==> src/rtl/assert_macros.svh <==
// assertion helpers shared by the rtl modules
// each macro expects signals named clock and reset in the using module
`ifndef ASSERT_MACROS_SVH
`define ASSERT_MACROS_SVH

// same-cycle implication, checked outside reset
`define SBW_ASSERT_IMP(lbl, ante, cons, msg) \
   lbl: assert property (@(posedge clock) disable iff (reset) (ante) |-> (cons)) \
      else $error(msg);

// next-cycle implication, checked outside reset
`define SBW_ASSERT_NXT(lbl, ante, cons, msg) \
   lbl: assert property (@(posedge clock) disable iff (reset) (ante) |=> (cons)) \
      else $error(msg);

`endif

==> src/rtl/sbw_ram.sv <==
// ----------------------------------------------------------------------------
// sbw_ram
// Generic single-write, single-read memory with registered read data.
// ----------------------------------------------------------------------------
module sbw_ram #(
   parameter int unsigned DATA_WIDTH = 2,
   parameter int unsigned DEPTH      = 1024
) (
   input  logic                     clock,
   input  logic                     wr_en,
   input  logic [$clog2(DEPTH)-1:0] wr_addr,
   input  logic [DATA_WIDTH-1:0]    wr_data,
   input  logic                     rd_en,
   input  logic [$clog2(DEPTH)-1:0] rd_addr,
   output logic [DATA_WIDTH-1:0]    rd_data
);

   logic [DATA_WIDTH-1:0] mem_ff [DEPTH];
   logic [DATA_WIDTH-1:0] rd_data_ff;

   // write port
   always_ff @(posedge clock) begin
      if (wr_en) begin
         mem_ff[wr_addr] <= wr_data;
      end
   end

   // registered read port
   always_ff @(posedge clock) begin
      if (rd_en) begin
         rd_data_ff <= mem_ff[rd_addr];
      end
   end

   assign rd_data = rd_data_ff;

endmodule

==> config.mk <==
export PLATFORM = sky130hd
export DESIGN_NAME = sbw_ram
export DESIGN_NICKNAME = d
export VERILOG_FILES = /design/src/rtl/assert_macros.svh /design/src/rtl/sbw_ram.sv
export SDC_FILE = /design/constraint.sdc
export NUM_CORES = 2
export LEC_CHECK = 0
export BUFFER_PORTS_ARGS = -buffer_cell sky130_fd_sc_hd__buf_2
export CAP_MARGIN = 10
export CORE_AREA = 10 10 469 471
export CTS_CLUSTER_DIAMETER = 50
export DETAILED_ROUTE_END_ITERATION = 10
export DIE_AREA = 0 0 479 481
export GPL_TIMING_DRIVEN = 0
export HOLD_SLACK_MARGIN = 0.05
export MAX_ROUTING_LAYER = met4
export SETUP_SLACK_MARGIN = 0.02
export SLEW_MARGIN = 20
export SYNTH_ARGS = -nofsm -noshare
export SYNTH_HDL_FRONTEND = slang
export SYNTH_SLANG_ARGS = --single-unit
==> constraint.sdc <==
create_clock -name clock -period 4.9 [get_ports clock]
set_clock_uncertainty 0.2 [all_clocks]
set_input_delay 1.47 -clock clock [delete_from_list [all_inputs] [get_ports clock]]
set_output_delay 1.47 -clock clock [all_outputs]
set_load 0.05 [all_outputs]
==> impl_metrics.yaml <==
logic_synthesis:
  ys_async_sr_fraction_pct: 0
  synth_top_flop_cell: "edfxtp_1"
  synth_nets: 4818
  synth.avg_cell_area_um2: 17.5
  synth.distinct_cells: 65
  synth_most_common_cell: "edfxtp_1"
  yosys_warnings: 0
  ys_seq_area_share_pct: 73.5
  synth_area_leaders: "edfxtp_1 73%, mux4_2 12%, nor2_1 4.7%, mux2i_1 2.4%, clkbuf_1 1.1%"
  synth_enable_flop_cells: 2050
  syn-cell-area_um2: 83800
  synth_seq_cells: 2050
  netlist_top_cells_count: "2,050 x edfxtp_1, 1,054 x nor2_1, 449 x mux4_2"
  yosysTopAreaCellShare_pct: 73.5
  netlist_instances: 4793
  synth_top_area_cell: "edfxtp_1"
cells_and_area:
  final_area_um2: 96900
  drive_gt1_share_pct: 22.3
  nFillCells: 17900
  areaGrowthSynthToFinish_pct: 15.6
  regArea_um2: 61600
  multi_input_area_um2: 20400
  fin_util_pct: 46.0
  num-nets-final: 5130
sta:
  report.final.slew_viol_count: 0
  max_slew_margin_pct: 11.8
  timing.final.crit_period_ns: 5.07
  fin_crit_sh_pct: 104
  rsz0062_at_grt: "yes"
  tightestPinTransition_ns: 1.32
  setup_violations: 2
  hold_viol: 0
  timing.fmax_mhz: 197
  timing.final.ws_setup_ns: -0.173
die:
  design.core.area_um2: 211000
  die_x_um: 479
  row_count: 169
  start_util_pct: 39.7
  die-area_um2: 230000
  die_y_um: 481
  pin_count: 27
route:
  first_pass_iters: 7
  num_vias: 52200
  vias_per_cell: 6.42
  first_iter_violations: 11000
  routed_wl_um: 327000
  post_drt_wl_per_cell_um: 40.3
  drc: 0
  postRouteAntennaNets: 0
worst_setup_path:
  arrival_ns: 5.54
  worst-setup-path-type: "in2reg"
  critical_path_required_ns: 5.37
  critPathMaxFanout: 11
  cp-start-kind: "input port"
  worst_setup_path_end_kind: "flip-flop"
pwr:
  p_per_area_nw_per_um2: 391
  ir_worst_vdd_mv: 0.404
  power.leakage_uw: 0.0298
  finalPower_uw: 37900
global_route:
  grt_pass1_wl_um: 433000
  grt_overflow: 0
  grtUsageTotal_pct: 28.5
  antenna_found_initial: 29
  grt_max_degree: 141
  first_global_vias: 50000
clock_network:
  cts_hold_buf: 0
  clock_latency_ns: 0.88
  cts.sinks: 2050
  path_clk_slew_ns: 0.06
  cts_buffers: 208
  root_buffer: "clkbuf_16"
  cts_tree: "done"
  htreeDepth: 4
  clockBufferDepth: 3
placement:
  place.gp.congestion: 0.985
  placed_cell_area_um2: 89500
  dp_hpwl_um: 219000
  portBuffers: 24
worst_hold_path:
  hp-class: "in2reg"
run_status:
  violations: "negative setup slack"
  status: "complete, but fails checks"
job:
  maxCapViolations: 0
[registers in the layout, indices dropped and copies added (netlist names)]
name and count:
mem_ff 2048, rd_data 2
[worst paths after layout]
check | startpoint | to | slack (ns) | cells past startpoint
max reg2reg | mem_ff[180][1] | rd_data[1] | 1.12 | 8
min | rd_en | rd_data[1] | 0.63 | 1
max | rd_addr[4] | rd_data[1] | -0.17 | 9
min reg2reg | mem_ff[246][0] | rd_data[0] | 1.18 | 5
[cell usage in the layout, fill, tap and decap left out, types with 12 or more instances in the layout]
cell,n
a22o_1,13
clkbuf_2,139
buf_12,52
mux2i_1,204
o221ai_1,80
nand4_1,13
clkbuf_1,121
diode_2,25
buf_2,30
clkinv_2,31
nor2b_1,13
mux4_2,449
clkbuf_16,210
buf_16,36
a221oi_1,12
o22ai_1,45
buf_1,41
nand2_1,94
clkbuf_4,18
o21ai_0,29
clkinv_1,52
a21oi_1,68
edfxtp_1,2050
a211oi_1,12
bufinv_16,20
buf_6,40
nand3_1,38
a22oi_1,45
nor3_1,37
buf_8,27
buf_4,33
nor2_1,1048
[worst max-delay path, cell delays in order]
cell and delay, ns:
buf_2 0.32, clkdlybuf4s15_2 0.62, buf_2 0.63, nand2_2 0.54, a21oi_1 0.58, nor4_4 0.16
nor3_2 0.58, o311ai_2 0.30, nand4_1 0.29
[per-stage QoR]
step / setup TNS (ns) / setup slack (ns) / hold slack [ns] / std cells
CTS: 0 / 0.0146 / 0.601 / 8099
finish: -0.311 / -0.173 / 0.634 / 8124
global route: 0 / 0.0165 / 0.619 / 8111
detailed placement: -4.74 / -2.48 / 1.18 / 7718
global placement: - / -11.33 / 1.20 / 7638
floorplan: 0 / 0.731 / 0.689 / 4793
[repair_timing]
item / CTS / global route
resized for setup: 169 / 22
setup endpoints to repair: 2 / 2
buffers inserted: 2 / 0
pin swaps: 7 / 4
[layer usage]
| metal | vias up | wire length [um] | global-route usage (%) |
|---|---|---|---|
| li1 | 19600 | - | - |
| met2 | 4574 | 141000 | 40.3 |
| met5 | - | 0 | - |
| met4 | 0 | 24600 | 17.0 |
| met3 | 958 | 47800 | 8.60 |
| met1 | 27100 | 114000 | 36.2 |
[power breakdown]
part	switching (uW)	leakage [uW]	internal (uW)	total, uW
combinational	1810	0.00808	744	2550
clock	7080	0.00326	8940	16000
sequential	3.43	0.0184	19300	19300
total	8890	0.0298	29000	37900
[cells by family after synthesis]
family          count (synthesis)  synth area share (%)
flops                        2050                  73.5
simple gates                 1324                  6.40
mux                           664                  14.7
buf+inv                       402                  2.49
compound gates                353                  2.98
[final cells by class]
cell class | instances | share of cell area (%)
diodes | 25 | 0.0646
plain buffers | 392 | 2.72
clock buffers | 252 | 5.59
clock inverters | 131 | 1.35
inverters | 6 | 0.0297
multi-input cells | 2341 | 21.0
flip-flops and latches | 2050 | 63.5
well taps | 2821 | 3.64
repair buffers | 106 | 2.03
No activity file was read; power rests on OpenSTA's default activity.
