<file path="config.mk">
export PLATFORM = sky130hd
export DESIGN_NAME = sbw_ctrl
export DESIGN_NICKNAME = d
export VERILOG_FILES = /design/src/rtl/sbw_pkg.sv /design/src/rtl/sbw_ctrl.sv
export VERILOG_INCLUDE_DIRS = /design/src /design/src/rtl
export SDC_FILE = /design/constraint.sdc
export NUM_CORES = 1
export LEC_CHECK = 0
export BUFFER_PORTS_ARGS = -buffer_cell sky130_fd_sc_hd__buf_2
export CAP_MARGIN = 20
export CELL_PAD_IN_SITES_DETAIL_PLACEMENT = 0
export CELL_PAD_IN_SITES_GLOBAL_PLACEMENT = 1
export CORE_AREA = 5 5 44 46
export DETAILED_ROUTE_END_ITERATION = 6
export DIE_AREA = 0 0 49 51
export PLACE_DENSITY = 0.8
export RECOVER_POWER = 25
export REMOVE_ABC_BUFFERS = 1
export SLEW_MARGIN = 0
export SYNTH_ARGS = -nofsm -noshare
export SYNTH_HDL_FRONTEND = slang
export SYNTH_SLANG_ARGS = --single-unit
</file>
<file path="constraint.sdc">
create_clock -name clock -period 2.85 [get_ports clock]
set_input_delay 0.1425 -clock clock [delete_from_list [all_inputs] [get_ports clock]]
set_output_delay 0.1425 -clock clock [all_outputs]
set_load 0.1 [all_outputs]
</file>
<file path="src/rtl/assert_macros.svh">
// assertion helpers shared by the rtl modules
// each macro expects signals named clock and reset in the using module
`ifndef ASSERT_MACROS_SVH
`define ASSERT_MACROS_SVH

// same-cycle implication, checked outside reset
`define SBW_ASSERT_IMP(lbl, ante, cons, msg) \
   lbl: assert property (@(posedge clock) disable iff (reset) (ante) |-> (cons)) \
      else $error(msg);

// next-cycle implication, checked outside reset
`define SBW_ASSERT_NXT(lbl, ante, cons, msg) \
   lbl: assert property (@(posedge clock) disable iff (reset) (ante) |=> (cons)) \
      else $error(msg);

`endif

</file>
<file path="src/rtl/sbw_pkg.sv">
// ----------------------------------------------------------------------------
// sbw_pkg
// Shared types and constants of the seam blend weight block: field widths,
// register codes, label codes, controller states and the command and
// status bundles between controller and datapath.
// ----------------------------------------------------------------------------
package sbw_pkg;

   // default store geometry
   localparam int unsigned MAX_WIDTH_DEFAULT  = 2048;
   localparam int unsigned MAX_HEIGHT_DEFAULT = 1024;

   // port field widths
   localparam int unsigned CSR_INDEX_W = 2;
   localparam int unsigned CSR_DATA_W  = 12;
   localparam int unsigned WIDTH_W     = 12;
   localparam int unsigned HEIGHT_W    = 11;
   localparam int unsigned STRIDE_W    = 8;
   localparam int unsigned MARGIN_W    = 9;
   localparam int unsigned POS_X_W     = 11;
   localparam int unsigned POS_Y_W     = 10;
   localparam int unsigned LABEL_W     = 2;
   localparam int unsigned WEIGHT_W    = 17;
   localparam int unsigned MIN_DIST_W  = 23;

   // register reset values
   localparam logic [WIDTH_W-1:0]  WIDTH_RESET  = 12'd2048;
   localparam logic [HEIGHT_W-1:0] HEIGHT_RESET = 11'd1024;
   localparam logic [STRIDE_W-1:0] STRIDE_RESET = 8'd5;
   localparam logic [MARGIN_W-1:0] MARGIN_RESET = 9'd409;

   // arithmetic constants
   localparam int unsigned SQRT2_Q16  = 92682;
   localparam int unsigned ROUND_HALF = 128;
   localparam int unsigned BEST_SCALE = 2560;
   localparam int unsigned DIV_STEPS  = 17;
   localparam logic [WEIGHT_W-1:0] WEIGHT_ONE  = 17'd65536;
   localparam logic [WEIGHT_W-1:0] WEIGHT_HALF = 17'd32768;
   localparam logic [WEIGHT_W-1:0] WEIGHT_ZERO = 17'd0;

   typedef enum logic [CSR_INDEX_W-1:0] {
      CSR_WIDTH  = 2'd0,
      CSR_HEIGHT = 2'd1,
      CSR_STRIDE = 2'd2,
      CSR_MARGIN = 2'd3
   } csr_index_type;

   typedef enum logic {
      OP_WRITE = 1'b0,
      OP_QUERY = 1'b1
   } op_type;

   typedef enum logic [LABEL_W-1:0] {
      LABEL_NONE    = 2'd0,
      LABEL_RIGHT   = 2'd1,
      LABEL_LEFT    = 2'd2,
      LABEL_OVERLAP = 2'd3
   } label_type;

   // neighbor visited in one search step
   typedef enum logic [3:0] {
      PROBE_EAST      = 4'd0,
      PROBE_WEST      = 4'd1,
      PROBE_SOUTH     = 4'd2,
      PROBE_NORTH     = 4'd3,
      PROBE_SOUTHEAST = 4'd4,
      PROBE_NORTHWEST = 4'd5,
      PROBE_NORTHEAST = 4'd6,
      PROBE_SOUTHWEST = 4'd7,
      PROBE_END       = 4'd8
   } probe_type;

   typedef enum logic [3:0] {
      ST_CLEAR,
      ST_IDLE,
      ST_LOOKUP,
      ST_CLASSIFY,
      ST_STEP,
      ST_MAP,
      ST_PROBE,
      ST_DIVIDE,
      ST_DONE
   } state_type;

   typedef struct packed {
      logic clear_step;
      logic store;
      logic load;
      logic read_here;
      logic classify;
      logic step;
      logic map;
      logic probe;
      logic advance;
      logic div_start;
      logic div_step;
      logic publish;
   } cmd_type;

   typedef struct packed {
      logic clear_last;
      logic needs_search;
      logic more_steps;
      logic probes_done;
      logic div_last;
   } status_type;

endpackage

</file>
<file path="src/rtl/sbw_ctrl.sv">
// ----------------------------------------------------------------------------
// sbw_ctrl
// Controller of the seam blend weight block: clearing pass, item intake,
// search sequencing, divider sequencing and the result handshake.
// ----------------------------------------------------------------------------
`include "assert_macros.svh"

module sbw_ctrl (
   input  logic                 clock,
   input  logic                 reset,
   input  logic                 req_valid,
   input  logic                 req_operation,
   output logic                 req_stall,
   output logic                 rsp_valid,
   input  logic                 rsp_stall,
   output sbw_pkg::cmd_type     cmd,
   input  sbw_pkg::status_type  status
);

   sbw_pkg::state_type state_ff;
   sbw_pkg::state_type state_in;
   logic               rsp_valid_ff;
   logic               rsp_valid_in;

   // state register
   always_ff @(posedge clock) begin
      if (reset) begin
         state_ff     <= sbw_pkg::ST_CLEAR;
         rsp_valid_ff <= 1'b0;
      end else begin
         state_ff     <= state_in;
         rsp_valid_ff <= rsp_valid_in;
      end
   end

   // next state and commands
   always_comb begin
      state_in  = state_ff;
      cmd       = '0;
      req_stall = 1'b1;
      unique case (state_ff)
         sbw_pkg::ST_CLEAR: begin
            cmd.clear_step = 1'b1;
            if (status.clear_last) begin
               state_in = sbw_pkg::ST_IDLE;
            end
         end
         sbw_pkg::ST_IDLE: begin
            req_stall = 1'b0;
            if (req_valid) begin
               if (req_operation == sbw_pkg::OP_QUERY) begin
                  cmd.load = 1'b1;
                  state_in = sbw_pkg::ST_LOOKUP;
               end else begin
                  cmd.store = 1'b1;
               end
            end
         end
         sbw_pkg::ST_LOOKUP: begin
            cmd.read_here = 1'b1;
            state_in      = sbw_pkg::ST_CLASSIFY;
         end
         sbw_pkg::ST_CLASSIFY: begin
            cmd.classify = 1'b1;
            state_in     = status.needs_search ? sbw_pkg::ST_STEP : sbw_pkg::ST_DONE;
         end
         sbw_pkg::ST_STEP: begin
            if (status.more_steps) begin
               cmd.step = 1'b1;
               state_in = sbw_pkg::ST_MAP;
            end else begin
               cmd.div_start = 1'b1;
               state_in      = sbw_pkg::ST_DIVIDE;
            end
         end
         sbw_pkg::ST_MAP: begin
            cmd.map  = 1'b1;
            state_in = sbw_pkg::ST_PROBE;
         end
         sbw_pkg::ST_PROBE: begin
            cmd.probe = 1'b1;
            if (status.probes_done) begin
               cmd.advance = 1'b1;
               state_in    = sbw_pkg::ST_STEP;
            end
         end
         sbw_pkg::ST_DIVIDE: begin
            cmd.div_step = 1'b1;
            if (status.div_last) begin
               state_in = sbw_pkg::ST_DONE;
            end
         end
         sbw_pkg::ST_DONE: begin
            if (!rsp_valid_ff || !rsp_stall) begin
               cmd.publish = 1'b1;
               state_in    = sbw_pkg::ST_IDLE;
            end
         end
         default: begin
            state_in = sbw_pkg::ST_IDLE;
         end
      endcase
   end

   // output beat valid: set on publish, dropped once taken
   always_comb begin
      if (cmd.publish) begin
         rsp_valid_in = 1'b1;
      end else if (rsp_stall) begin
         rsp_valid_in = rsp_valid_ff;
      end else begin
         rsp_valid_in = 1'b0;
      end
   end

   assign rsp_valid = rsp_valid_ff;

   // checks
   `SBW_ASSERT_IMP(a_publish_slot_free, cmd.publish, !rsp_valid_ff || !rsp_stall, "result overwritten while pending")
   `SBW_ASSERT_IMP(a_valid_from_publish, $rose(rsp_valid_ff), $past(cmd.publish), "result beat without publish")
   `SBW_ASSERT_NXT(a_query_starts_lookup, req_valid && !req_stall && req_operation == sbw_pkg::OP_QUERY, state_ff == sbw_pkg::ST_LOOKUP, "accepted query did not start")

endmodule

</file>
==> summary.txt <==
Yosys
  • Multiplexer share of the synthesized area: 4.75%
  • Main combinational cell family by area after synthesis: simple AND/OR/NAND/NOR gates
  • Synth Instances: 53
  • FFs w/ async S/R, synth: 0%
  • Mapped Area: 422 µm²
  • Synth Area in Simple Gates: between 40% and 50%
  • Main synth FF type: dfxtp_1
  • Synth unique cells: 30
  • Post-synth top area share: 23.7%
  • XOR/XNOR Fraction of Synth Area: 0%
  • Ys Warns: 0
  • Adder-cell share of the synthesized area: 0%
  • Synth area leader: dfxtp_1
  • Post-synthesis sequential area ratio: 23.7%
  • Synth Area per Inst: approximately 8 µm²
  • Seq cells post-synth: 5
  • Synth top area cells: dfxtp_1, and3_1, nor2b_1
  • Synth Area in Compound Gates: about a fifth
  • Post-synth EDFFs: 0

Critical path
  • Worst Setup Path Type: register to output port
  • CP max stage cell: dfxtp_1
  • CP Buf/Inv Count: 1
  • Crit. path cell count: 3
  • Crit path launch: state_ff[0]
  • Worst path required time: 2710 ps
  • CP startpoint kind: register
  • Peak per-stage delay on the critical path: a little under 600 ps
  • Critical Path End Type: output port
  • CP Cell Sequence: nor4b_2, and3_1, buf_2
  • CP delay by family, top: simple AND/OR/NAND/NOR gates
  • CP arrival: slightly below 2000 ps
  • Reg-to-reg startpoint: state_ff[0]
  • R2R Setup Slk: approximately 1300 ps
  • R2r worst-path depth: 4
  • Crit-path max FO: 15

Cells and area
  • Antenna Cells: 0
  • Fill cell count: 177
  • Final core utilization: between 30% and 40%
  • Area delta synth->final: 30.6%
  • Most frequent cells in the layout: buf_2, and3_1, nor2b_1, nand2_1, dfxtp_1
  • Nets: 87
  • Commonest non-fill, non-tap cell in the layout: buf_2
  • Share of cells above drive strength 1: 38.2%

Clock network
  • Worst skew pair latency: roughly 250 ps
  • Clock transition at the registers of the reported paths: roughly 50 ps
  • CTS buffer count: 3
  • Post-CTS Setup Bufs: 0
  • CTS resizes: 0
  • Root buffer cell: clkbuf_4
  • Max H-tree Level: 1
  • Sink Count: 5
  • Worst-case clock buffer depth: 2
  • Cts hold-fix bufs: 0
  • CTS tree: yes

Placement
  • Routability cong.: 0.669
  • Port Buffers: 23
  • Hpwl dp: approximately 870 µm
  • Pre-CTS setup slack: 1000 ps

Timing
  • Clock Skews: 1.67 ps
  • Max Clk Rate: about 0.47 GHz
  • Fin crit share: between 70% and 80%
  • Max_slew headroom: 23.1%
  • Post-route minimum period: 2110 ps
  • Total Negative Setup Slacks: 0 ps
  • Setup Viol. Count Final: 0
  • Max Slew Vio Count: 0
  • Final Hold Slack: about 120 ps
  • RSZ-0062 raised after global routing: no
  • Worst Max-Slew Pin Slew: 1160 ps
  • Final Hold Viols: 0
  • Final Worst Setup Slack: 742 ps

Power and ir drop
  • Part of the power in registers: 22.0%
  • Clock group share of total power: about 16%
  • Static Leak: 0.282 nW
  • Switching share of power: roughly three fifths
  • Pint: approximately 0.21 mW
  • P per Cell Area: between 900 and 1000 mW/mm²
  • Combinational fraction of design power: 61.6%
  • Max VDD drop: 0.000277 V
  • Sw Pwr: 0.329 mW

Routing
  • Total routed wirelength: 1130 µm
  • Avg Vias per Cell: ~5.1
  • Drt wl/cell: 12.3 µm
  • Via count: 466
  • 1st-iter DRT viols: 5
  • DR DRC count: 0
  • Post-route ant nets: 0
  • Pre-antenna DRT Iters: 4

Die
  • IO Count: 24
  • Die Width: 49 µm
  • Core area: 0.00147 mm²
  • Initial Util: 28.7%
  • Vert. Die Dim: 51 µm
  • DIE AREA: 0.00250 mm²
  • Site Rows: 14

Global route
  • Final global-route overflow total: 0
  • First-pass GRT wire length: about 1900 µm
  • Gr usage total: 9.97%
  • Vias in the first global route: 448
  • Largest net degree at the start of global routing: 16
  • Initial antenna violation count: 0

Min path
  • Worst Min Path Start: reset
  • Worst min path class: input pin to register
  • Hold depth: 2

Status
  • Status: complete, no violations

Run
  • Max-Cap Viols: 0
-- through the flow --
stage | power, mW | cell area, µm² | std cells
floorplan | 0.401 | 394 | 49
finish | 0.540 | 551 | 92
global route | 0.570 | 551 | 92
CTS | 0.546 | 556 | 92
global placement | 0.452 | 529 | 88
detailed placement | 0.456 | 529 | 88
-- cells by family after synthesis --
kind of cell | Yosys count
AND/OR/NAND/NOR | 30
buffers and inverters | 5
flip-flops | 5
AO/OA/AOI/OAI | 11
multiplexers | 2
-- sequential cells by signal, summed over array words and instances, names as in the netlist --
signal,cells
state_ff,4
rsp_valid,1
-- worst paths after layout --
| check | endpoint |
|---|---|
| worst max-delay path | cmd[9] |
| worst min-delay path | state_ff[3] |
| worst max register to register | state_ff[0] |
| worst min register to register | rsp_valid |
-- power by group through the flow --
stage / Clock (mW) / Combinational, mW / Sequential [mW]
3_3_place_gp: 0 / 0.332 / 0.120
6_report: 0.0886 / 0.333 / 0.119
4_1_cts: 0.0913 / 0.336 / 0.119
3_5_place_dp: 0 / 0.335 / 0.121
5_1_grt: 0.0964 / 0.350 / 0.123
2_1_floorplan: 0 / 0.288 / 0.114
-- cell usage after synthesis, drive strengths merged (2+ instances only) --
cell,n
mux2i,2
nand2,5
nor3,2
a2111oi,2
a21oi,3
nor2b,5
nor2,5
and3,6
buf,3
dfxtp,5
-- area by class of cell --
type                    instances  area, µm²  area share [%]
clock buffers                   4       26.3            4.77
inverters                       1       3.75           0.682
well taps                      16       20.0            3.64
flip-flops and latches          5        100            18.2
multi-input cells              43        287            52.0
repair buffers                 23        114            20.7
-- routing by layer --
metal  track usage (%)  vias up  routed length (µm)
met3             0.872        3                  50
met1              10.0      209                 453
met5                 0        -                   0
li1                  -      241                   -
met2              16.7       13                 589
met4              12.1        0                  36
Power figures use the tool's default switching activity.
