### config.mk
export PLATFORM = sky130hd
export DESIGN_NAME = sbw_datapath
export DESIGN_NICKNAME = d
export VERILOG_FILES = /design/src/rtl/sbw_pkg.sv /design/src/rtl/sbw_datapath.sv
export VERILOG_INCLUDE_DIRS = /design/src /design/src/rtl
export SDC_FILE = /design/constraint.sdc
export NUM_CORES = 2
export LEC_CHECK = 0
export CAP_MARGIN = 20
export CORE_MARGIN = 2
export CORE_UTILIZATION = 34
export CTS_BUF_LIST = sky130_fd_sc_hd__clkbuf_4
export CTS_CLUSTER_DIAMETER = 50
export DETAILED_ROUTE_END_ITERATION = 8
export DONT_BUFFER_PORTS = 1
export PLACE_DENSITY = 0.51
export SYNTH_ARGS = -nofsm -noshare
export SYNTH_HDL_FRONTEND = slang
export SYNTH_SLANG_ARGS = --single-unit
### constraint.sdc
create_clock -name clock -period 8.4 [get_ports clock]
set_clock_uncertainty 0.1 [all_clocks]
set_input_delay 0.42 -clock clock [delete_from_list [all_inputs] [get_ports clock]]
set_output_delay 0.42 -clock clock [all_outputs]
set_load 0.01 [all_outputs]
### src/rtl/assert_macros.svh
// assertion helpers shared by the rtl modules
// each macro expects signals named clock and reset in the using module
`ifndef ASSERT_MACROS_SVH
`define ASSERT_MACROS_SVH

// same-cycle implication, checked outside reset
`define SBW_ASSERT_IMP(lbl, ante, cons, msg) \
   lbl: assert property (@(posedge clock) disable iff (reset) (ante) |-> (cons)) \
      else $error(msg);

// next-cycle implication, checked outside reset
`define SBW_ASSERT_NXT(lbl, ante, cons, msg) \
   lbl: assert property (@(posedge clock) disable iff (reset) (ante) |=> (cons)) \
      else $error(msg);

`endif

### src/rtl/sbw_pkg.sv
// ----------------------------------------------------------------------------
// sbw_pkg
// Shared types and constants of the seam blend weight block: field widths,
// register codes, label codes, controller states and the command and
// status bundles between controller and datapath.
// ----------------------------------------------------------------------------
package sbw_pkg;

   // default store geometry
   localparam int unsigned MAX_WIDTH_DEFAULT  = 2048;
   localparam int unsigned MAX_HEIGHT_DEFAULT = 1024;

   // port field widths
   localparam int unsigned CSR_INDEX_W = 2;
   localparam int unsigned CSR_DATA_W  = 12;
   localparam int unsigned WIDTH_W     = 12;
   localparam int unsigned HEIGHT_W    = 11;
   localparam int unsigned STRIDE_W    = 8;
   localparam int unsigned MARGIN_W    = 9;
   localparam int unsigned POS_X_W     = 11;
   localparam int unsigned POS_Y_W     = 10;
   localparam int unsigned LABEL_W     = 2;
   localparam int unsigned WEIGHT_W    = 17;
   localparam int unsigned MIN_DIST_W  = 23;

   // register reset values
   localparam logic [WIDTH_W-1:0]  WIDTH_RESET  = 12'd2048;
   localparam logic [HEIGHT_W-1:0] HEIGHT_RESET = 11'd1024;
   localparam logic [STRIDE_W-1:0] STRIDE_RESET = 8'd5;
   localparam logic [MARGIN_W-1:0] MARGIN_RESET = 9'd409;

   // arithmetic constants
   localparam int unsigned SQRT2_Q16  = 92682;
   localparam int unsigned ROUND_HALF = 128;
   localparam int unsigned BEST_SCALE = 2560;
   localparam int unsigned DIV_STEPS  = 17;
   localparam logic [WEIGHT_W-1:0] WEIGHT_ONE  = 17'd65536;
   localparam logic [WEIGHT_W-1:0] WEIGHT_HALF = 17'd32768;
   localparam logic [WEIGHT_W-1:0] WEIGHT_ZERO = 17'd0;

   typedef enum logic [CSR_INDEX_W-1:0] {
      CSR_WIDTH  = 2'd0,
      CSR_HEIGHT = 2'd1,
      CSR_STRIDE = 2'd2,
      CSR_MARGIN = 2'd3
   } csr_index_type;

   typedef enum logic {
      OP_WRITE = 1'b0,
      OP_QUERY = 1'b1
   } op_type;

   typedef enum logic [LABEL_W-1:0] {
      LABEL_NONE    = 2'd0,
      LABEL_RIGHT   = 2'd1,
      LABEL_LEFT    = 2'd2,
      LABEL_OVERLAP = 2'd3
   } label_type;

   // neighbor visited in one search step
   typedef enum logic [3:0] {
      PROBE_EAST      = 4'd0,
      PROBE_WEST      = 4'd1,
      PROBE_SOUTH     = 4'd2,
      PROBE_NORTH     = 4'd3,
      PROBE_SOUTHEAST = 4'd4,
      PROBE_NORTHWEST = 4'd5,
      PROBE_NORTHEAST = 4'd6,
      PROBE_SOUTHWEST = 4'd7,
      PROBE_END       = 4'd8
   } probe_type;

   typedef enum logic [3:0] {
      ST_CLEAR,
      ST_IDLE,
      ST_LOOKUP,
      ST_CLASSIFY,
      ST_STEP,
      ST_MAP,
      ST_PROBE,
      ST_DIVIDE,
      ST_DONE
   } state_type;

   typedef struct packed {
      logic clear_step;
      logic store;
      logic load;
      logic read_here;
      logic classify;
      logic step;
      logic map;
      logic probe;
      logic advance;
      logic div_start;
      logic div_step;
      logic publish;
   } cmd_type;

   typedef struct packed {
      logic clear_last;
      logic needs_search;
      logic more_steps;
      logic probes_done;
      logic div_last;
   } status_type;

endpackage

### src/rtl/sbw_datapath.sv
// ----------------------------------------------------------------------------
// sbw_datapath
// Datapath of the seam blend weight block: configuration registers, query
// context, per-step probe geometry, nearest distance tracking, a bit-serial
// divider for the weight and the result registers.
// ----------------------------------------------------------------------------
`include "assert_macros.svh"

module sbw_datapath #(
   parameter int unsigned MAX_WIDTH  = sbw_pkg::MAX_WIDTH_DEFAULT,
   parameter int unsigned MAX_HEIGHT = sbw_pkg::MAX_HEIGHT_DEFAULT
) (
   input  logic                                         clock,
   input  logic                                         reset,
   input  logic [sbw_pkg::POS_X_W-1:0]                  req_pos_x,
   input  logic [sbw_pkg::POS_Y_W-1:0]                  req_pos_y,
   input  logic [sbw_pkg::LABEL_W-1:0]                  req_label,
   input  logic                                         csr_wr_en,
   input  logic [sbw_pkg::CSR_INDEX_W-1:0]              csr_index,
   input  logic [sbw_pkg::CSR_DATA_W-1:0]               csr_wdata,
   input  sbw_pkg::cmd_type                             cmd,
   output sbw_pkg::status_type                          status,
   output logic                                         ram_wr_en,
   output logic [$clog2(MAX_WIDTH*MAX_HEIGHT)-1:0]      ram_wr_addr,
   output logic [sbw_pkg::LABEL_W-1:0]                  ram_wr_data,
   output logic                                         ram_rd_en,
   output logic [$clog2(MAX_WIDTH*MAX_HEIGHT)-1:0]      ram_rd_addr,
   input  logic [sbw_pkg::LABEL_W-1:0]                  ram_rd_data,
   output logic [sbw_pkg::WEIGHT_W-1:0]                 rsp_weight,
   output logic [sbw_pkg::MIN_DIST_W-1:0]               rsp_min_distance
);

   localparam int unsigned DEPTH = MAX_WIDTH * MAX_HEIGHT;
   localparam int unsigned AW    = $clog2(DEPTH);
   localparam int unsigned WW    = $clog2(MAX_WIDTH + 1);
   localparam int unsigned HW    = $clog2(MAX_HEIGHT + 1);
   localparam int unsigned CW    = $clog2(MAX_WIDTH);
   localparam int unsigned XW    = $clog2(3 * MAX_WIDTH + 1);
   localparam int unsigned YW    = $clog2(MAX_HEIGHT + MAX_WIDTH / 2 + 1);
   localparam int unsigned IW    = $clog2(MAX_WIDTH / 2 + 256);
   localparam int unsigned DW    = $clog2(sbw_pkg::BEST_SCALE * MAX_WIDTH + 1);
   localparam int unsigned PW    = IW + 17;
   localparam int unsigned SW    = DW + 1;
   localparam int unsigned RMW   = DW + 2;
   localparam int unsigned NW    = DW + 17;
   localparam int unsigned QW    = sbw_pkg::WEIGHT_W;
   localparam int unsigned KW    = $clog2(sbw_pkg::DIV_STEPS);

   // configuration registers
   logic [sbw_pkg::WIDTH_W-1:0]  width_ff;
   logic [sbw_pkg::HEIGHT_W-1:0] height_ff;
   logic [sbw_pkg::STRIDE_W-1:0] stride_ff;
   logic [sbw_pkg::MARGIN_W-1:0] margin_ff;

   // clamped configuration
   logic [WW-1:0]                w_c;
   logic [HW-1:0]                h_c;
   logic [WW-1:0]                m_c;
   logic [sbw_pkg::STRIDE_W-1:0] s_c;

   // query context
   logic [sbw_pkg::POS_X_W-1:0]  x_ff;
   logic [sbw_pkg::POS_Y_W-1:0]  y_ff;
   logic [WW-1:0]                w_ff;
   logic [HW-1:0]                h_ff;
   logic [WW-1:0]                m_ff;
   logic [sbw_pkg::STRIDE_W-1:0] s_ff;
   logic [WW-1:0]                half_ff;
   logic [XW-1:0]                cols_ff;
   logic [XW-1:0]                cx_ff;
   logic                         outside_ff;
   logic                         search_ff;
   logic [QW-1:0]                plain_weight_ff;

   // clearing pass
   logic [AW-1:0] clr_ff;

   // step geometry
   logic [IW-1:0] i_ff;
   logic [XW-1:0] c_plus_ff;
   logic [XW-1:0] c_minus_ff;
   logic [YW-1:0] r_plus_ff;
   logic [YW-1:0] r_minus_ff;
   logic          xp_ff;
   logic          xm_ff;
   logic          yp_ff;
   logic          ym_ff;
   logic [DW-1:0] diag_ff;
   logic [CW-1:0] col_plus_ff;
   logic [CW-1:0] col_minus_ff;
   logic [CW-1:0] col_mid_ff;
   logic [AW-1:0] rb_plus_ff;
   logic [AW-1:0] rb_minus_ff;
   logic [AW-1:0] rb_mid_ff;
   logic [XW-1:0] c_plus_sum;
   logic [YW-1:0] r_plus_sum;
   logic [PW-1:0] diag_prod;

   // probe sequencing
   sbw_pkg::probe_type probe_idx_ff;
   logic               pend_valid_ff;
   logic               pend_diag_ff;
   logic               probe_cond;
   logic               probe_diag;
   logic [CW-1:0]      probe_col;
   logic [AW-1:0]      probe_base;
   logic               probe_issue;
   logic [DW-1:0]      pend_dist;

   // nearest distances
   logic [DW-1:0] best_l_ff;
   logic [DW-1:0] best_r_ff;
   logic [DW-1:0] best_min;

   // divider
   logic [SW-1:0]  sum_ff;
   logic [RMW-1:0] rem_ff;
   logic [16:0]    num_ff;
   logic [QW-1:0]  quo_ff;
   logic [KW-1:0]  div_cnt_ff;
   logic [SW-1:0]  sum_c;
   logic [NW-1:0]  num_c;
   logic [RMW-1:0] rem_shift;
   logic           rem_ge;
   logic [QW-1:0]  final_weight;

   // result registers
   logic [QW-1:0]                  rsp_weight_ff;
   logic [sbw_pkg::MIN_DIST_W-1:0] rsp_min_distance_ff;

   logic [AW-1:0] here_addr;
   logic [AW-1:0] store_addr;
   logic          store_ok;

   // extended column to image column
   function automatic logic [CW-1:0] map_col(input logic [XW-1:0] ec,
                                             input logic [XW-1:0] m,
                                             input logic [XW-1:0] w);
      logic [XW-1:0] col;
      if (ec < m) begin
         col = w - m + ec;
      end else if (ec < w + m) begin
         col = ec - m;
      end else begin
         col = ec - w - m;
      end
      return CW'(col);
   endfunction

   // configuration write
   always_ff @(posedge clock) begin
      if (reset) begin
         width_ff  <= sbw_pkg::WIDTH_RESET;
         height_ff <= sbw_pkg::HEIGHT_RESET;
         stride_ff <= sbw_pkg::STRIDE_RESET;
         margin_ff <= sbw_pkg::MARGIN_RESET;
      end else if (csr_wr_en) begin
         unique case (sbw_pkg::csr_index_type'(csr_index))
            sbw_pkg::CSR_WIDTH:  width_ff  <= csr_wdata[sbw_pkg::WIDTH_W-1:0];
            sbw_pkg::CSR_HEIGHT: height_ff <= csr_wdata[sbw_pkg::HEIGHT_W-1:0];
            sbw_pkg::CSR_STRIDE: stride_ff <= csr_wdata[sbw_pkg::STRIDE_W-1:0];
            sbw_pkg::CSR_MARGIN: margin_ff <= csr_wdata[sbw_pkg::MARGIN_W-1:0];
            default: ;
         endcase
      end
   end

   // clamp configuration to usable ranges
   always_comb begin
      if (width_ff == '0) begin
         w_c = WW'(1);
      end else if (32'(width_ff) > 32'(MAX_WIDTH)) begin
         w_c = WW'(MAX_WIDTH);
      end else begin
         w_c = WW'(width_ff);
      end
      if (height_ff == '0) begin
         h_c = HW'(1);
      end else if (32'(height_ff) > 32'(MAX_HEIGHT)) begin
         h_c = HW'(MAX_HEIGHT);
      end else begin
         h_c = HW'(height_ff);
      end
      m_c = (32'(margin_ff) > 32'(w_c)) ? w_c : WW'(margin_ff);
      s_c = (stride_ff == '0) ? sbw_pkg::STRIDE_W'(1) : stride_ff;
   end

   // label writes and clearing pass
   assign store_ok   = (32'(req_pos_x) < 32'(MAX_WIDTH)) && (32'(req_pos_y) < 32'(MAX_HEIGHT));
   assign store_addr = AW'(req_pos_y) * AW'(MAX_WIDTH) + AW'(req_pos_x);

   always_ff @(posedge clock) begin
      if (reset) begin
         clr_ff <= '0;
      end else if (cmd.clear_step) begin
         clr_ff <= clr_ff + AW'(1);
      end
   end

   always_comb begin
      if (cmd.clear_step) begin
         ram_wr_en   = 1'b1;
         ram_wr_addr = clr_ff;
         ram_wr_data = sbw_pkg::LABEL_NONE;
      end else begin
         ram_wr_en   = cmd.store && store_ok;
         ram_wr_addr = store_addr;
         ram_wr_data = req_label;
      end
   end

   // latch query context
   always_ff @(posedge clock) begin
      if (cmd.load) begin
         x_ff       <= req_pos_x;
         y_ff       <= req_pos_y;
         w_ff       <= w_c;
         h_ff       <= h_c;
         m_ff       <= m_c;
         s_ff       <= s_c;
         half_ff    <= w_c >> 1;
         cols_ff    <= XW'(w_c) + XW'({m_c, 1'b0});
         cx_ff      <= XW'(req_pos_x) + XW'(m_c);
         outside_ff <= (32'(req_pos_x) >= 32'(w_c)) || (32'(req_pos_y) >= 32'(h_c));
      end
   end

   assign here_addr = AW'(y_ff) * AW'(MAX_WIDTH) + AW'(x_ff);

   // classify the query pixel
   always_ff @(posedge clock) begin
      if (cmd.classify) begin
         search_ff <= status.needs_search;
         if (outside_ff) begin
            plain_weight_ff <= sbw_pkg::WEIGHT_HALF;
         end else begin
            unique case (sbw_pkg::label_type'(ram_rd_data))
               sbw_pkg::LABEL_LEFT:  plain_weight_ff <= sbw_pkg::WEIGHT_ZERO;
               sbw_pkg::LABEL_RIGHT: plain_weight_ff <= sbw_pkg::WEIGHT_ONE;
               sbw_pkg::LABEL_NONE:  plain_weight_ff <= sbw_pkg::WEIGHT_HALF;
               default:              plain_weight_ff <= sbw_pkg::WEIGHT_HALF;
            endcase
         end
      end
   end

   // step geometry: offsets, bounds and diagonal distance
   assign c_plus_sum = cx_ff + XW'(i_ff);
   assign r_plus_sum = YW'(y_ff) + YW'(i_ff);
   assign diag_prod  = PW'(i_ff) * PW'(sbw_pkg::SQRT2_Q16) + PW'(sbw_pkg::ROUND_HALF);

   always_ff @(posedge clock) begin
      if (cmd.classify) begin
         i_ff <= '0;
      end else if (cmd.advance) begin
         i_ff <= i_ff + IW'(s_ff);
      end
   end

   always_ff @(posedge clock) begin
      if (cmd.step) begin
         c_plus_ff  <= c_plus_sum;
         c_minus_ff <= cx_ff - XW'(i_ff);
         r_plus_ff  <= r_plus_sum;
         r_minus_ff <= YW'(y_ff) - YW'(i_ff);
         xp_ff      <= c_plus_sum < cols_ff;
         xm_ff      <= cx_ff > XW'(i_ff);
         yp_ff      <= r_plus_sum < YW'(h_ff);
         ym_ff      <= YW'(y_ff) > YW'(i_ff);
         diag_ff    <= DW'(diag_prod >> 8);
      end
   end

   // map extended columns and form row bases
   always_ff @(posedge clock) begin
      if (cmd.map) begin
         col_plus_ff  <= map_col(c_plus_ff, XW'(m_ff), XW'(w_ff));
         col_minus_ff <= map_col(c_minus_ff, XW'(m_ff), XW'(w_ff));
         col_mid_ff   <= CW'(x_ff);
         rb_plus_ff   <= AW'(r_plus_ff) * AW'(MAX_WIDTH);
         rb_minus_ff  <= AW'(r_minus_ff) * AW'(MAX_WIDTH);
         rb_mid_ff    <= AW'(y_ff) * AW'(MAX_WIDTH);
      end
   end

   // neighbor selection for the current probe
   always_comb begin
      probe_cond = 1'b0;
      probe_diag = 1'b0;
      probe_col  = col_mid_ff;
      probe_base = rb_mid_ff;
      unique case (probe_idx_ff)
         sbw_pkg::PROBE_EAST: begin
            probe_cond = xp_ff;
            probe_col  = col_plus_ff;
         end
         sbw_pkg::PROBE_WEST: begin
            probe_cond = xm_ff;
            probe_col  = col_minus_ff;
         end
         sbw_pkg::PROBE_SOUTH: begin
            probe_cond = yp_ff;
            probe_base = rb_plus_ff;
         end
         sbw_pkg::PROBE_NORTH: begin
            probe_cond = ym_ff;
            probe_base = rb_minus_ff;
         end
         sbw_pkg::PROBE_SOUTHEAST: begin
            probe_cond = xp_ff && yp_ff;
            probe_diag = 1'b1;
            probe_col  = col_plus_ff;
            probe_base = rb_plus_ff;
         end
         sbw_pkg::PROBE_NORTHWEST: begin
            probe_cond = xm_ff && ym_ff;
            probe_diag = 1'b1;
            probe_col  = col_minus_ff;
            probe_base = rb_minus_ff;
         end
         sbw_pkg::PROBE_NORTHEAST: begin
            probe_cond = xp_ff && ym_ff;
            probe_diag = 1'b1;
            probe_col  = col_plus_ff;
            probe_base = rb_minus_ff;
         end
         sbw_pkg::PROBE_SOUTHWEST: begin
            probe_cond = xm_ff && yp_ff;
            probe_diag = 1'b1;
            probe_col  = col_minus_ff;
            probe_base = rb_plus_ff;
         end
         sbw_pkg::PROBE_END: begin
            probe_cond = 1'b0;
         end
         default: begin
            probe_cond = 1'b0;
         end
      endcase
   end

   assign probe_issue = cmd.probe && (probe_idx_ff != sbw_pkg::PROBE_END);

   // probe counter and pending read tag
   always_ff @(posedge clock) begin
      if (reset) begin
         probe_idx_ff  <= sbw_pkg::PROBE_END;
         pend_valid_ff <= 1'b0;
      end else begin
         if (cmd.map) begin
            probe_idx_ff <= sbw_pkg::PROBE_EAST;
         end else if (probe_issue) begin
            probe_idx_ff <= sbw_pkg::probe_type'(probe_idx_ff + 4'd1);
         end
         pend_valid_ff <= probe_issue && probe_cond;
      end
   end

   always_ff @(posedge clock) begin
      pend_diag_ff <= probe_diag;
   end

   // memory read port
   assign ram_rd_en   = cmd.read_here || probe_issue;
   assign ram_rd_addr = cmd.read_here ? here_addr : probe_base + AW'(probe_col);

   // nearest left-only and right-only distances
   assign pend_dist = pend_diag_ff ? diag_ff : DW'({i_ff, 8'h00});

   always_ff @(posedge clock) begin
      if (cmd.classify) begin
         best_l_ff <= DW'(w_ff) * DW'(sbw_pkg::BEST_SCALE);
         best_r_ff <= DW'(w_ff) * DW'(sbw_pkg::BEST_SCALE);
      end else if (pend_valid_ff) begin
         if ((ram_rd_data == sbw_pkg::LABEL_LEFT) && (pend_dist < best_l_ff)) begin
            best_l_ff <= pend_dist;
         end
         if ((ram_rd_data == sbw_pkg::LABEL_RIGHT) && (pend_dist < best_r_ff)) begin
            best_r_ff <= pend_dist;
         end
      end
   end

   assign best_min = (best_l_ff < best_r_ff) ? best_l_ff : best_r_ff;

   // restoring divider, one quotient bit per cycle
   assign sum_c     = SW'(best_l_ff) + SW'(best_r_ff);
   assign num_c     = NW'({best_l_ff, 16'h0000}) + NW'(sum_c >> 1);
   assign rem_shift = {rem_ff[DW:0], num_ff[16]};
   assign rem_ge    = rem_shift >= RMW'(sum_ff);

   always_ff @(posedge clock) begin
      if (cmd.div_start) begin
         sum_ff     <= sum_c;
         rem_ff     <= RMW'(num_c[NW-1:17]);
         num_ff     <= num_c[16:0];
         quo_ff     <= '0;
         div_cnt_ff <= '0;
      end else if (cmd.div_step) begin
         rem_ff     <= rem_ge ? rem_shift - RMW'(sum_ff) : rem_shift;
         num_ff     <= {num_ff[15:0], 1'b0};
         quo_ff     <= {quo_ff[QW-2:0], rem_ge};
         div_cnt_ff <= div_cnt_ff + KW'(1);
      end
   end

   always_comb begin
      if (sum_ff == '0) begin
         final_weight = sbw_pkg::WEIGHT_HALF;
      end else if (quo_ff > sbw_pkg::WEIGHT_ONE) begin
         final_weight = sbw_pkg::WEIGHT_ONE;
      end else begin
         final_weight = quo_ff;
      end
   end

   // result registers, loaded only when the output slot is free
   always_ff @(posedge clock) begin
      if (cmd.publish) begin
         rsp_weight_ff       <= search_ff ? final_weight : plain_weight_ff;
         rsp_min_distance_ff <= search_ff ? sbw_pkg::MIN_DIST_W'(best_min) : '0;
      end
   end

   assign rsp_weight       = rsp_weight_ff;
   assign rsp_min_distance = rsp_min_distance_ff;

   // status to the controller
   always_comb begin
      status              = '0;
      status.clear_last   = clr_ff == AW'(DEPTH - 1);
      status.needs_search = !outside_ff && (ram_rd_data == sbw_pkg::LABEL_OVERLAP);
      status.more_steps   = i_ff < IW'(half_ff);
      status.probes_done  = probe_idx_ff == sbw_pkg::PROBE_END;
      status.div_last     = div_cnt_ff == KW'(sbw_pkg::DIV_STEPS - 1);
   end

   // checks
   `SBW_ASSERT_IMP(a_probe_read_free, probe_issue, !cmd.read_here && !cmd.classify, "probe collides with lookup")
   `SBW_ASSERT_NXT(a_pending_from_probe, cmd.map, !pend_valid_ff, "stale probe data after map")
   `SBW_ASSERT_IMP(a_div_count_range, cmd.div_step, div_cnt_ff < KW'(sbw_pkg::DIV_STEPS), "divider ran past its last step")

endmodule

==> impl_summary.txt <==
----------------------------------------------------
[Cells and area]
  Final net count ... 4343
  Commonest non-fill, non-tap cell in the layout ... sky130_fd_sc_hd__ha_1
  Post-layout instance count excluding filler cells ... 5254
  Fraction of final layout cells sized beyond drive strength 1 ... 0.0871
  Post-route standard cell area excluding fillers ... 39800 sq um
  Filler Cells Inserted ... 10400
  Area overhead of the layout relative to synthesis ... 12.8%
  Most frequent cells in the layout ... sky130_fd_sc_hd__ha_1 (473), sky130_fd_sc_hd__inv_1 (374), sky130_fd_sc_hd__edfxtp_1 (355)

[Timing]
  Count of endpoints failing setup in the final report ... 0
  Sum Neg Setup Slack ... 0 ns
  Hold violation count in the final report ... 0
  Setup repair after global routing missed its margin ... no
  Final Hold Slack ... 0.144 ns
  Minimum clock period ... 6.47 ns
  Fmax ... between 150 and 200 MHz
  Max-slew violation count ... 0
  Slew @ Worst Pin ... 1.06 ns
  Ratio of final minimum period to clock period ... 0.771
  Worst max-slew margin expressed relative to the limit ... 0.289

[Placement]
  Placed standard-cell area ... 36800 sq um
  HPWL Detailed ... 74700 microns
  Buffers on Ports ... 0
  Total instance count after detailed placement ... 4886
  GP Congestion ... 0.886

[Floorplanning]
  I/O pin count ... 145
  Std-Cell Core Area ... 103000 sq um
  Die Y ... ~330 microns
  Floorplan die area ... 106000 sq um
  Starting Density ... 0.342
  DIE WIDTH ... approximately 330 microns
  # rows ... 118

[Clocking]
  Clock Latency Late Sink ... 1.03 ns
  Total of cells resized after clock tree synthesis ... 0
  TritonCTS buffer count ... 142
  Cell chosen for the clock root ... sky130_fd_sc_hd__clkbuf_4
  Clock transition at the registers of the reported paths ... about 0.060 ns
  Maximum clock insertion buffer count ... 3
  Number of sinks handled by clock tree synthesis ... 474
  CTS tree ... yes
  Htree depth ... 4

[Setup path]
  Worst reg2reg startpoint ... best_r_ff[5]
  Crit end category ... flip-flop
  Data required time at the worst endpoint ... approximately 9.0 ns
  Kind of critical path ... flip-flop to flip-flop
  Start point of the critical path ... best_r_ff[5]
  Crit start category ... flip-flop
  Reg2Reg Setup Slack ... 1.93 ns
  Max Fanout on Critical Path ... 8
  Crit path DAT ... between 7 and 8 ns

[Hold path]
  Type of the most critical hold path ... input port to flip-flop
  Hold path start ... csr_wdata[6]

[Route]
  Number of vias per cell ... 5.00
  Length of the first detailed-routing pass in iterations ... 5
  DR iter-0 viols ... 1587
  ANT nets after route ... 0
  Final routed DRC violation total ... 0
  Aggregate routed wire length ... about 99000 microns
  Routed WL per cell ... 18.8 microns
  Detailed-route via count ... 26300

[Global route]
  Global route hottest layer ... met2
  Met1 usage in global routing ... 0.239
  Combined global-route utilization of all metal layers ... 0.184
  Via count of the first global-routing pass ... 25900
  Largest net degree at the start of global routing ... 91
  Global route total overflow ... 0
  M2 GR Usage ... 0.306
  Global-route wire length before repair ... 151000 microns
  Met3 Use GR ... 0.0318
  Number of antenna violations at the first check in global routing ... 5

[Yosys]
  Cell Area, Synth ... roughly 35000 sq um
  Main synth FF type ... sky130_fd_sc_hd__edfxtp_1
  Post-synthesis sequential element count ... 474
  Share of synthesized flip-flops with an asynchronous set or reset ... 0
  Synth warn ... 0
  Cells after Synth ... 3587
  Post-Synthesis Mean Instance Area ... 9.83 sq um
  Seq/Total Area, Yosys ... 0.370
  Number of flops mapped to enable cells by yosys ... approximately 360
  Count of unique library cells instantiated by Yosys ... 92

[Status]
  Status ... finished clean

[Power and ir drop]
  Pwr per Cell Area ... 220 nW/um^2
  Largest voltage drop on the vdd net ... 0.106 mV
  Leakage power of the design ... 17.3 nW
  Total Power ... 8.75 mW

[Job]
  # Max-Cap Violations ... 0

----------------------------------------------------
==> kinds of logic (layout without fill, tap and decap cells) <==
group,after synthesis,after routing,synth area share
flip-flops,474,474,0.370
buffers and inverters,482,756,0.0516
AND/OR/NAND/NOR,945,945,0.128
adder cells (fa/ha/maj),538,538,0.205
XOR/XNOR,227,227,0.0564
AO/OA/AOI/OAI,764,764,0.143
other,1,14,0.000106
multiplexers,156,156,0.0459
==> flip-flops by register name (all words and copies together) (netlist names), 20 cells and up <==
register          flops
rem_ff               24
sum_ff               24
best_l_ff            23
best_r_ff            23
rsp_min_distance     23
clr_ff               21
diag_ff              20
==> critical path: stages (launching register included) <==
cell and delay (ns):
sky130_fd_sc_hd__dfxtp_1 0.39, sky130_fd_sc_hd__inv_1 0.08, sky130_fd_sc_hd__ha_1 0.42, sky130_fd_sc_hd__nor3_1 0.09, sky130_fd_sc_hd__a2111oi_0 0.86, sky130_fd_sc_hd__a21oi_1 0.24
sky130_fd_sc_hd__o21ai_1 0.22, sky130_fd_sc_hd__a211oi_1 0.13, sky130_fd_sc_hd__o41a_1 0.36, sky130_fd_sc_hd__a221oi_1 0.46, sky130_fd_sc_hd__xor2_1 0.47, sky130_fd_sc_hd__ha_1 0.33
sky130_fd_sc_hd__a21o_1 0.15, sky130_fd_sc_hd__a21oi_1 0.20, sky130_fd_sc_hd__o21bai_1 0.09, sky130_fd_sc_hd__a21oi_1 0.23, sky130_fd_sc_hd__o21bai_1 0.09, sky130_fd_sc_hd__a21oi_1 0.62
sky130_fd_sc_hd__nor2_1 0.12, sky130_fd_sc_hd__nand2_1 0.11, sky130_fd_sc_hd__xnor2_1 0.07, sky130_fd_sc_hd__a221o_1 0.34
==> cell usage after synthesis (18+ instances only) <==
cell	instances	area, sq um
sky130_fd_sc_hd__fa_1	65	1300
sky130_fd_sc_hd__nor2_1	253	950
sky130_fd_sc_hd__a22o_1	21	184
sky130_fd_sc_hd__xor2_1	81	709
sky130_fd_sc_hd__a21boi_0	40	300
sky130_fd_sc_hd__inv_1	374	1400
sky130_fd_sc_hd__xnor2_1	146	1280
sky130_fd_sc_hd__edfxtp_1	355	10700
sky130_fd_sc_hd__nand3_1	47	235
sky130_fd_sc_hd__mux2i_1	112	1120
sky130_fd_sc_hd__o21bai_1	49	368
sky130_fd_sc_hd__and2_1	27	169
sky130_fd_sc_hd__o21ai_0	129	646
sky130_fd_sc_hd__a21oi_1	211	1060
sky130_fd_sc_hd__clkbuf_1	92	345
sky130_fd_sc_hd__nor3_1	54	270
sky130_fd_sc_hd__ha_1	473	5920
sky130_fd_sc_hd__or3_1	24	150
sky130_fd_sc_hd__nand4_1	42	263
sky130_fd_sc_hd__nor4_1	27	169
sky130_fd_sc_hd__mux2_2	44	495
sky130_fd_sc_hd__a211oi_1	41	308
sky130_fd_sc_hd__nand2b_1	42	263
sky130_fd_sc_hd__a21o_1	68	510
sky130_fd_sc_hd__nand2_1	306	1150
sky130_fd_sc_hd__nor2b_1	47	294
sky130_fd_sc_hd__o21a_1	54	405
sky130_fd_sc_hd__a31oi_1	18	113
sky130_fd_sc_hd__dfxtp_1	119	2380
==> final cells by class <==
type | instances | area [sq um] | share of cell area
Sequential cell | 474 | 13000 | 0.328
Antenna cell | 6 | 15.0 | 0.000378
Clock buffer | 201 | 1510 | 0.0379
Clock inverter | 60 | 344 | 0.00865
Timing Repair Buffer | 119 | 1270 | 0.0320
Multi-Input combinational cell | 2638 | 20500 | 0.514
Inverter | 376 | 1410 | 0.0355
Tap cell | 1380 | 1730 | 0.0434
==> what timing repair did <==
action	in CTS	in global routing
hold buffers	101	0
hold endpoints to repair	509	0
setup buffers	0	0
==> where the power goes <==
part	switching [mW]	total (mW)	internal (mW)
Combinational	1.93	3.30	1.37
Clock	1.11	2.29	1.18
Sequential	0.228	3.16	2.93
==> final timing paths <==
| check | cells past startpoint | end |
|---|---|---|
| setup / recovery | 21 | rem_ff[16] |
| hold / removal | 3 | margin_ff[6] |
| setup reg to reg | 21 | rem_ff[16] |
| hold reg to reg | 0 | rb_plus_ff[20] |
==> metal layers <==
layer / part of all wire / routed length (microns)
met3: 0.043 / 4200
met4: 0.029 / 2810
met1: 0.46 / 44900
met2: 0.47 / 46600
met5: 0.000081 / 8
==> stage by stage <==
| step | utilization | worst slack, ns |
|---|---|---|
| 2_1_floorplan | - | 2.93 |
| 3_3_place_gp | 0.356 | 1.89 |
| 3_5_place_dp | 0.356 | 1.84 |
| 4_1_cts | 0.385 | 1.77 |
| 5_1_grt | 0.385 | 1.46 |
| 6_report | 0.385 | 1.93 |
(Power assumes the default switching activity.)
